===== src/lksa_pkg.sv =====
package lksa_pkg;

  localparam int POLY_DEGREE = 1024;
  localparam int POLY_COUNT  = 2;
  localparam int KEY_LENGTH  = 1024;
  localparam int ACC_SIZE    = POLY_COUNT * POLY_DEGREE;
  localparam int ACC_AW      = $clog2(ACC_SIZE);

  localparam int WORD_W      = 32;
  localparam int OP_W        = 2;
  localparam int COEFF_W     = 11;
  localparam int DIGIT_IDX_W = 5;
  localparam int MASK_IDX_W  = 10;
  localparam int CFG_W       = 5;
  localparam int CFG_IDX_W   = 1;
  localparam int DIGIT_W     = 31;
  localparam int RMASK_W     = WORD_W + 1;

  typedef enum logic [OP_W-1:0] {
    OP_WRITE = 2'd0,
    OP_LOAD  = 2'd1,
    OP_APPLY = 2'd2,
    OP_READ  = 2'd3
  } op_t;

  typedef enum logic [CFG_IDX_W-1:0] {
    REG_BASE_BITS = 1'b0,
    REG_DIGITS    = 1'b1
  } cfg_reg_t;

  // Result of the key-word decomposition, handed to the pipeline.
  typedef struct packed {
    logic               key_hit;
    logic [DIGIT_W-1:0] digit;
  } decomp_t;

endpackage


===== src/lksa_decomp.sv =====
module lksa_decomp (
  input  logic                                 clk,
  input  logic                                 rst,
  input  logic                                 cfg_write,
  input  logic [lksa_pkg::CFG_IDX_W-1:0]       cfg_index,
  input  logic [lksa_pkg::CFG_W-1:0]           cfg_data,
  input  logic                                 load,
  input  logic [lksa_pkg::DIGIT_IDX_W-1:0]     digit_index,
  input  logic [lksa_pkg::MASK_IDX_W-1:0]      mask_index,
  input  logic [lksa_pkg::WORD_W-1:0]          data_value,
  output lksa_pkg::decomp_t                    decomp
);
  import lksa_pkg::*;

  logic [CFG_W-1:0]      base_bits;
  logic [CFG_W-1:0]      digits;
  logic [RMASK_W-1:0]    rounded_mask;
  logic [MASK_IDX_W-1:0] loaded_mask_index;

  logic [2*CFG_W-1:0]    width_prod;
  logic [RMASK_W-1:0]    offset;
  logic [10:0]           top_bit;
  logic [6:0]            shamt;
  logic [95:0]           window;
  logic [95:0]           shifted;
  logic [DIGIT_W-1:0]    field_mask;

  always_ff @(posedge clk) begin
    if (rst) begin
      base_bits <= CFG_W'(2);
      digits    <= CFG_W'(8);
    end else if (cfg_write) begin
      unique case (cfg_reg_t'(cfg_index))
        REG_BASE_BITS: base_bits <= cfg_data;
        REG_DIGITS:    digits    <= cfg_data;
      endcase
    end
  end

  // Rounding offset 2^(31 - base_bits*digits), zero when the product is too wide.
  always_comb begin
    width_prod = (2*CFG_W)'(base_bits) * (2*CFG_W)'(digits);
    if (width_prod > (2*CFG_W)'(31)) begin
      offset = '0;
    end else begin
      offset = RMASK_W'(1) << (5'd31 - width_prod[4:0]);
    end
  end

  always_ff @(posedge clk) begin
    if (rst) begin
      rounded_mask      <= '0;
      loaded_mask_index <= '0;
    end else if (load && (32'(mask_index) < KEY_LENGTH)) begin
      rounded_mask      <= {data_value[WORD_W-1], data_value} + offset;
      loaded_mask_index <= mask_index;
    end
  end

  // Digit field sits at bits [32-top +: base_bits] of the sign-extended mask;
  // positions below bit 0 read as zero.
  always_comb begin
    top_bit    = 11'({1'b0, digit_index} + 6'd1) * 11'(base_bits);
    shamt      = 7'(11'd64 - top_bit);
    window     = {{31{rounded_mask[RMASK_W-1]}}, rounded_mask, 32'b0};
    shifted    = window >> shamt;
    field_mask = DIGIT_W'((32'd1 << base_bits) - 32'd1);
    if ((top_bit == 11'd0) || (top_bit >= 11'd64)) begin
      decomp.digit = '0;
    end else begin
      decomp.digit = shifted[DIGIT_W-1:0] & field_mask;
    end
    decomp.key_hit = (mask_index == loaded_mask_index) && (digit_index < digits);
  end

endmodule


===== config.mk =====
export PLATFORM = sky130hd
export DESIGN_NAME = lksa_decomp
export DESIGN_NICKNAME = d
export VERILOG_FILES = /design/src/lksa_pkg.sv /design/src/lksa_decomp.sv
export SDC_FILE = /design/constraint.sdc
export NUM_CORES = 1
export LEC_CHECK = 0
export ABC_CLOCK_PERIOD_IN_PS = 9000
export BUFFER_PORTS_ARGS = -buffer_cell sky130_fd_sc_hd__buf_2
export CAP_MARGIN = 10
export CORE_UTILIZATION = 55
export CTS_BUF_LIST = sky130_fd_sc_hd__clkbuf_4 sky130_fd_sc_hd__clkbuf_8
export CTS_CLUSTER_DIAMETER = 100
export CTS_CLUSTER_SIZE = 12
export DETAILED_ROUTE_END_ITERATION = 8
export MAX_ROUTING_LAYER = met4
export PLACE_DENSITY = 0.79
export SKIP_LAST_GASP = 1
export SYNTH_ARGS = -nofsm -noshare
export SYNTH_HDL_FRONTEND = slang
export SYNTH_SLANG_ARGS = --single-unit

===== constraint.sdc =====
create_clock -name clk -period 9 [get_ports clk]
set_input_delay 1.8 -clock clk [delete_from_list [all_inputs] [get_ports clk]]
set_output_delay 1.8 -clock clk [all_outputs]
set_load 0.02 [all_outputs]

==> impl_metrics.json, run 1 <==
{
  "syn_inst": 1235,
  "dieWidth_um": 132.7,
  "grt_first_pass_wirelength_um": 45490,
  "post_layout_min_period_ns": 8.559,
  "status": "completed",
  "peakVddDrop_mv": 0.1033,
  "finalHoldViolCount": 0,
  "layoutNonFillerInstCount": 1488,
  "cp_max_fo": 23,
  "critical_path_required_ns": 7.20,
  "max-cap-violations": 0,
  "cts_buffer_depth": 2,
  "place.port_buffers": 88,
  "power.switching_mw": 0.7958,
  "ant_nets": 0,
  "initial_utilization_pct": 56.42,
  "power.total_mw": 1.519,
  "wl_cell_um": 18.68,
  "synth_seq_area_share_pct": 11.30,
  "critical_path_capture_point_type": "output pin",
  "drt_first_iter_violations": 809,
  "max_slew_margin_pct": 30.27,
  "critical_path.startpoint_type": "input port",
  "average_vias_per_placed_instance": 6.470,
  "placement_setup_slack_ns": 0.5014,
  "setup_total_negative_slack_ns": 0,
  "power_frac_clock_pct": 10.4,
  "rows": 47,
  "final.period_utilization_pct": 95.10,
  "cts-resized-gates": 0,
  "synthesis.area_per_instance_um2": 7.603,
  "ff2ff_setup_slack_ns": 1.38,
  "vertical_die_dimension_um": 132.7,
  "power.density_nw_per_um2": 150.8,
  "syn_to_final_growth_pct": 7.236,
  "worstPathArrival_ns": 6.76,
  "placed_area_um2": 9963,
  "cts_inserted_buffers": 5,
  "finish.net_count": 1422,
  "synthDominantAreaCellType": "dfxtp_1",
  "share_of_post_route_cells_with_drive_strength_above_1_pct": 12.79,
  "first_pass_iters": 5,
  "post_dp_hpwl_um": 21760,
  "worst_pin_slew_ns": 1.046,
  "detail_route.drc_violations": 0,
  "final.setup.worst_slack_ns": 0.4407,
  "grt_setup_unrepaired": "false",
  "hold_buffers": 0,
  "number_of_enable_type_register_cells_in_the_synthesized_netlist": 0,
  "drt_wl_total_um": 27800,
  "tritoncts": "yes",
  "post_synth_instance_area_um2": 9390,
  "mappedNetlistNets": 1390,
  "most-common-layout-cells": "nand2_1 (126), nor2_1 (108), a21oi_1 (92)",
  "finalInstanceArea_um2": 10070,
  "p_seq_share_pct": 18.1,
  "routed-via-count": 9628,
  "die-area_um2": 17600,
  "hold_path_class": "reg -> reg",
  "ys_async_rst_share_pct": 0,
  "power.switching_fraction_pct": 52.40,
  "path_clk_slew_ns": 0.09,
  "cts.sink_count": 53,
  "dominantRegCellSynth": "dfxtp_1",
  "synth_top_cells_by_area": "dfxtp_1 (11%), ha_1 (10%), mux2i_1 (7.5%), mux4_2 (5.3%), nand2_1 (5.0%)",
  "max_clock_freq_mhz": 116.8,
  "track_usage_pct": 32.59,
  "clkLatencyLatePin_ns": 0.31,
  "crit_type": "in -> out",
  "cts_root_buffer": "clkbuf_8",
  "mostFrequentLayoutCell": "nand2_1",
  "pin_count_of_the_biggest_net_entering_global_routing": 60,
  "globalRoute.totalOverflow": 0,
  "yosys.area.top_type_share_pct": 11.30,
  "internal_power_mw": 0.7229,
  "ys_warn_count": 0,
  "combinational_fraction_of_design_power_pct": 71.5,
  "antenna_found_initial": 1,
  "synth.lib_cells_used.distinct": 75,
  "seq_cells_post_synth": 53,
  "post_cts_buffers": 0,
  "cts.htree.levels": 2,
  "gpl.final_weighted_congestion": 1.012,
  "design.portCount": 89,
  "fin_skew_ns": 0.005447,
  "slew_viol_final": 0,
  "numPlacedInstances": 1480,
  "vias_in_the_first_global_route": 8911,
  "power_leakage_nw": 4.559,
  "timing.final.setup_violations": 0,
  "layout.filler_cells": 1533,
  "core_region_area_um2": 16640
}
==> power by group through the flow <==
stage	combinational (mW)	sequential, mW	clock (mW)
finish	1.09	0.275	0.159
global route	1.16	0.277	0.169
CTS	1.05	0.274	0.160
detailed placement	1.05	0.279	0
global placement	1.06	0.278	0
floorplan	0.751	0.267	0
==> metal layers <==
metal | global-route usage [%] | part of all wire, %
met5 | - | 0
met1 | 42.62 | 44
met4 | 11.62 | 3.2
met2 | 51.90 | 46
met3 | 3.831 | 6.6
==> registers in the layout (all words and copies together) (netlist names) <==
| name | cells |
|---|---|
| digits | 5 |
| rounded_mask | 33 |
| loaded_mask_index | 10 |
| base_bits | 5 |
==> final cells by class <==
type	instances	area, um2	share of cell area (%)
multi-input combinational	1051	7821	77.67
sequential	53	1061	10.54
timing repair buffer	114	648.1	6.436
tap	220	275.3	2.734
inverter	42	157.7	1.566
clock buffer	5	68.82	0.6834
clock inverter	2	35.03	0.3479
antenna	1	2.502	0.02485
==> logic make-up after synthesis <==
family          Yosys count  share of synthesized area (%)
compound gates          326                          22.04
xor+xnor                 55                          5.783
fa+ha+maj                98                          14.82
buf+inv                 131                          5.809
flops                    53                          11.30
mux                     104                          15.78
simple gates            468                          24.48
==> critical path, stage by stage <==
cell and delay (ns):
buf_2 0.15, ha_1 0.23, xor2_1 0.19, and2_1 0.18, fa_1 0.47, inv_1 0.05, fa_1 0.50, fa_1 0.54
inv_1 0.04, ha_1 0.35, nor2b_1 0.16, o31a_1 0.25, o21ai_1 0.17, a31oi_1 0.13, nor4_2 0.38, buf_12 0.20
nand2_1 0.21, nor4_1 0.48, buf_2 0.25
==> final timing paths <==
check                       startpoint              endpoint  cells after the start
setup / recovery        digit_index[0]            decomp[17]                     19
hold / removal    loaded_mask_index[5]  loaded_mask_index[5]                      2
setup reg to reg          base_bits[3]      rounded_mask[28]                     22
hold reg to reg   loaded_mask_index[5]  loaded_mask_index[5]                      2
==> cells in the mapped netlist (4+ instances only) <==
library cell,instances
a211o_1,6
a211oi_1,20
a21o_1,20
a21oi_1,92
a221oi_1,6
a22oi_1,6
a31oi_1,17
and2_1,37
and3_1,10
and4_1,4
buf_1,9
buf_2,19
clkbuf_1,56
dfxtp_1,53
fa_1,22
ha_1,76
inv_1,41
mux2i_1,70
mux4_1,10
mux4_2,22
nand2_1,126
nand2b_1,21
nand3_1,38
nand3b_1,4
nand4_1,10
nor2_1,108
nor2b_1,18
nor3_1,54
nor3b_1,7
nor4_1,9
o211ai_1,13
o21a_1,4
o21ai_0,67
o21bai_1,6
o221ai_1,6
o22ai_1,18
o31ai_1,11
or2_2,4
or3_1,5
xnor2_1,30
xor2_1,20
==> through the flow <==
step	utilization (%)	hold WS [ns]
after floorplan	-	0.4697
after global placement	59.87	0.4934
after detailed placement	59.87	0.5079
after CTS	60.49	0.5322
after global routing	60.51	0.5583
final	60.51	0.5243
No activity file was read; power rests on OpenSTA's default activity.
==> run 2: changes to the inputs <==
Settings changed: CORE_UTILIZATION 55 to 45, PLACE_DENSITY 0.79 to 0.67.
==> impl_metrics.json, run 2 (synthesized netlist as in run 1, its figures left out) <==
{
  "power_frac_clock_pct": 10.7,
  "die-area_um2": 21450,
  "rr_worst_depth": 21,
  "dieWidth_um": 146.5,
  "largest_register_ffs": 33,
  "power.density_nw_per_um2": 150.7,
  "combinational_fraction_of_design_power_pct": 71.6,
  "timing.critical_path.cells": "buf_2, ha_1, xor2_1, and2_1, fa_1, inv_1, fa_1, fa_1, inv_1, ha_1, nand3_1, a21oi_1, o21ai_1, xnor2_1, nor2_1, nand2_1, a21oi_1, nor4_1, buf_2",
  "slew_viol_final": 0,
  "power.switching_mw": 0.8046,
  "fin_skew_ns": 0.01830,
  "tritoncts": "yes",
  "worst_path_dominant_cell_family": "adder cells",
  "place.port_buffers": 88,
  "whs_path_depth": 2,
  "worst_path_max_delay_cell": "xnor2_1",
  "core_region_area_um2": 20360,
  "hold_buffers": 0,
  "clkLatencyLatePin_ns": 0.32,
  "drt_first_iter_violations": 672,
  "rows": 52,
  "first_pass_iters": 6,
  "ff2ff_setup_slack_ns": 1.38,
  "post_cts_buffers": 0,
  "largest_registers": "rounded_mask (33), loaded_mask_index (10)",
  "path_clk_slew_ns": 0.10,
  "finish.net_count": 1421,
  "mostFrequentLayoutCell": "nand2_1",
  "cts_buffer_depth": 2,
  "crit_type": "in -> out",
  "design.portCount": 89,
  "critical_path_required_ns": 7.20,
  "critical_path.startpoint_type": "input port",
  "max_clock_freq_mhz": 115.6,
  "post_layout_min_period_ns": 8.653,
  "critical_path.most_common_cell": "fa_1",
  "max_flop_register": "rounded_mask",
  "number_of_buffer_and_inverter_stages_on_the_critical_path": 4,
  "status": "completed",
  "final.period_utilization_pct": 96.14,
  "internal_power_mw": 0.7252,
  "placed_area_um2": 10040,
  "crit-reg2reg-launch": "base_bits[3]",
  "power_leakage_nw": 4.563,
  "cts-resized-gates": 0,
  "cp_max_fo": 9,
  "gpl.final_weighted_congestion": 0.9960,
  "syn_to_final_growth_pct": 8.088,
  "finalInstanceArea_um2": 10150,
  "endpoint": "decomp[17]",
  "cts_root_buffer": "clkbuf_8",
  "wl_cell_um": 18.41,
  "max-cap-violations": 0,
  "worstPathArrival_ns": 6.85,
  "setup_total_negative_slack_ns": 0,
  "cts.sink_count": 53,
  "antenna_found_initial": 1,
  "startpoint": "digit_index[0]",
  "most-common-layout-cells": "nand2_1 (126), nor2_1 (108), a21oi_1 (92)",
  "drt_wl_total_um": 28290,
  "power.switching_fraction_pct": 52.60,
  "pin_count_of_the_biggest_net_entering_global_routing": 60,
  "worst_pin_slew_ns": 0.8866,
  "timing.critical_path.depth": 19,
  "grt_setup_unrepaired": "false",
  "post_dp_hpwl_um": 22300,
  "detail_route.drc_violations": 0,
  "initial_utilization_pct": 46.11,
  "p_seq_share_pct": 17.7,
  "max_slew_margin_pct": 40.90,
  "track_usage_pct": 27.12,
  "cts.htree.levels": 2,
  "globalRoute.totalOverflow": 0,
  "critical_path_capture_point_type": "output pin",
  "cts_inserted_buffers": 5,
  "share_of_post_route_cells_with_drive_strength_above_1_pct": 12.72,
  "hold_path_class": "reg -> reg",
  "peakVddDrop_mv": 0.07563,
  "critical_path.max_stage_delay_ns": 0.64,
  "grt_first_pass_wirelength_um": 46110,
  "regToRegEndpoint": "rounded_mask[32]",
  "vias_in_the_first_global_route": 8618,
  "vertical_die_dimension_um": 146.5,
  "ant_nets": 0,
  "routed-via-count": 9400,
  "finalHoldViolCount": 0,
  "average_vias_per_placed_instance": 6.116,
  "timing.final.setup_violations": 0
}
==> run 2: changes by cell type in the layout (fill, tap and decap cells not counted), sizes merged <==
cell / before / now
buf: 114 / 113
==> run 2: power groups by stage <==
stage | Clock, mW | Combinational, mW | Sequential (mW)
CTS | 0.166 | 1.07 | 0.271
global route | 0.174 | 1.18 | 0.274
floorplan | 0 | 0.751 | 0.267
global placement | 0 | 1.08 | 0.276
detailed placement | 0 | 1.07 | 0.276
finish | 0.163 | 1.10 | 0.271
==> run 2: tightest hold or removal path, stage by stage, from the launching register on <==
cell and delay (ns):
dfxtp_1 0.35, nand2b_1 0.07, o22ai_1 0.06
==> run 2: routing by layer <==
metal | vias up | GRT usage [%] | wire length (um)
met3 | 46 | 3.063 | 1626
met2 | 347 | 41.33 | 12530
li1 | 4612 | - | -
met1 | 4395 | 37.00 | 13200
met4 | 0 | 9.635 | 943
met5 | - | - | 0
==> run 2: layout make-up <==
type,instances,area (um2)
Antenna cell,1,2.502
Clock buffer,5,68.82
Clock inverter,2,35.03
Fill cell,2013,10210
Inverter,42,157.7
Multi-Input combinational cell,1051,7821
Sequential cell,53,1061
Tap cell,270,337.8
Timing Repair Buffer,113,665.6
==> run 2: per-stage QoR <==
stage / worst slack (ns) / power [mW] / instances / hold WS [ns] / utilization (%)
5_1_grt: 0.05588 / 1.627 / 1537 / 0.5585 / 49.84
6_report: 0.3473 / 1.530 / 1537 / 0.5270 / 49.84
3_5_place_dp: 0.3794 / 1.343 / 1529 / 0.5094 / 49.32
2_1_floorplan: 0.8656 / 1.018 / 1235 / 0.4697 / -
3_3_place_gp: 0.4230 / 1.359 / 1529 / 0.4934 / 49.32
4_1_cts: 0.3940 / 1.509 / 1536 / 0.5281 / 49.83
==> run 2: worst min-delay path by stage <==
stage,startpoint,to,slack [ns]
3_3_place_gp,loaded_mask_index[9],loaded_mask_index[9],0.49
4_1_cts,rounded_mask[8],rounded_mask[8],0.53
5_1_grt,loaded_mask_index[8],loaded_mask_index[8],0.56
2_1_floorplan,rounded_mask[21],rounded_mask[21],0.47
3_5_place_dp,loaded_mask_index[4],loaded_mask_index[4],0.51
6_report,rounded_mask[8],rounded_mask[8],0.53
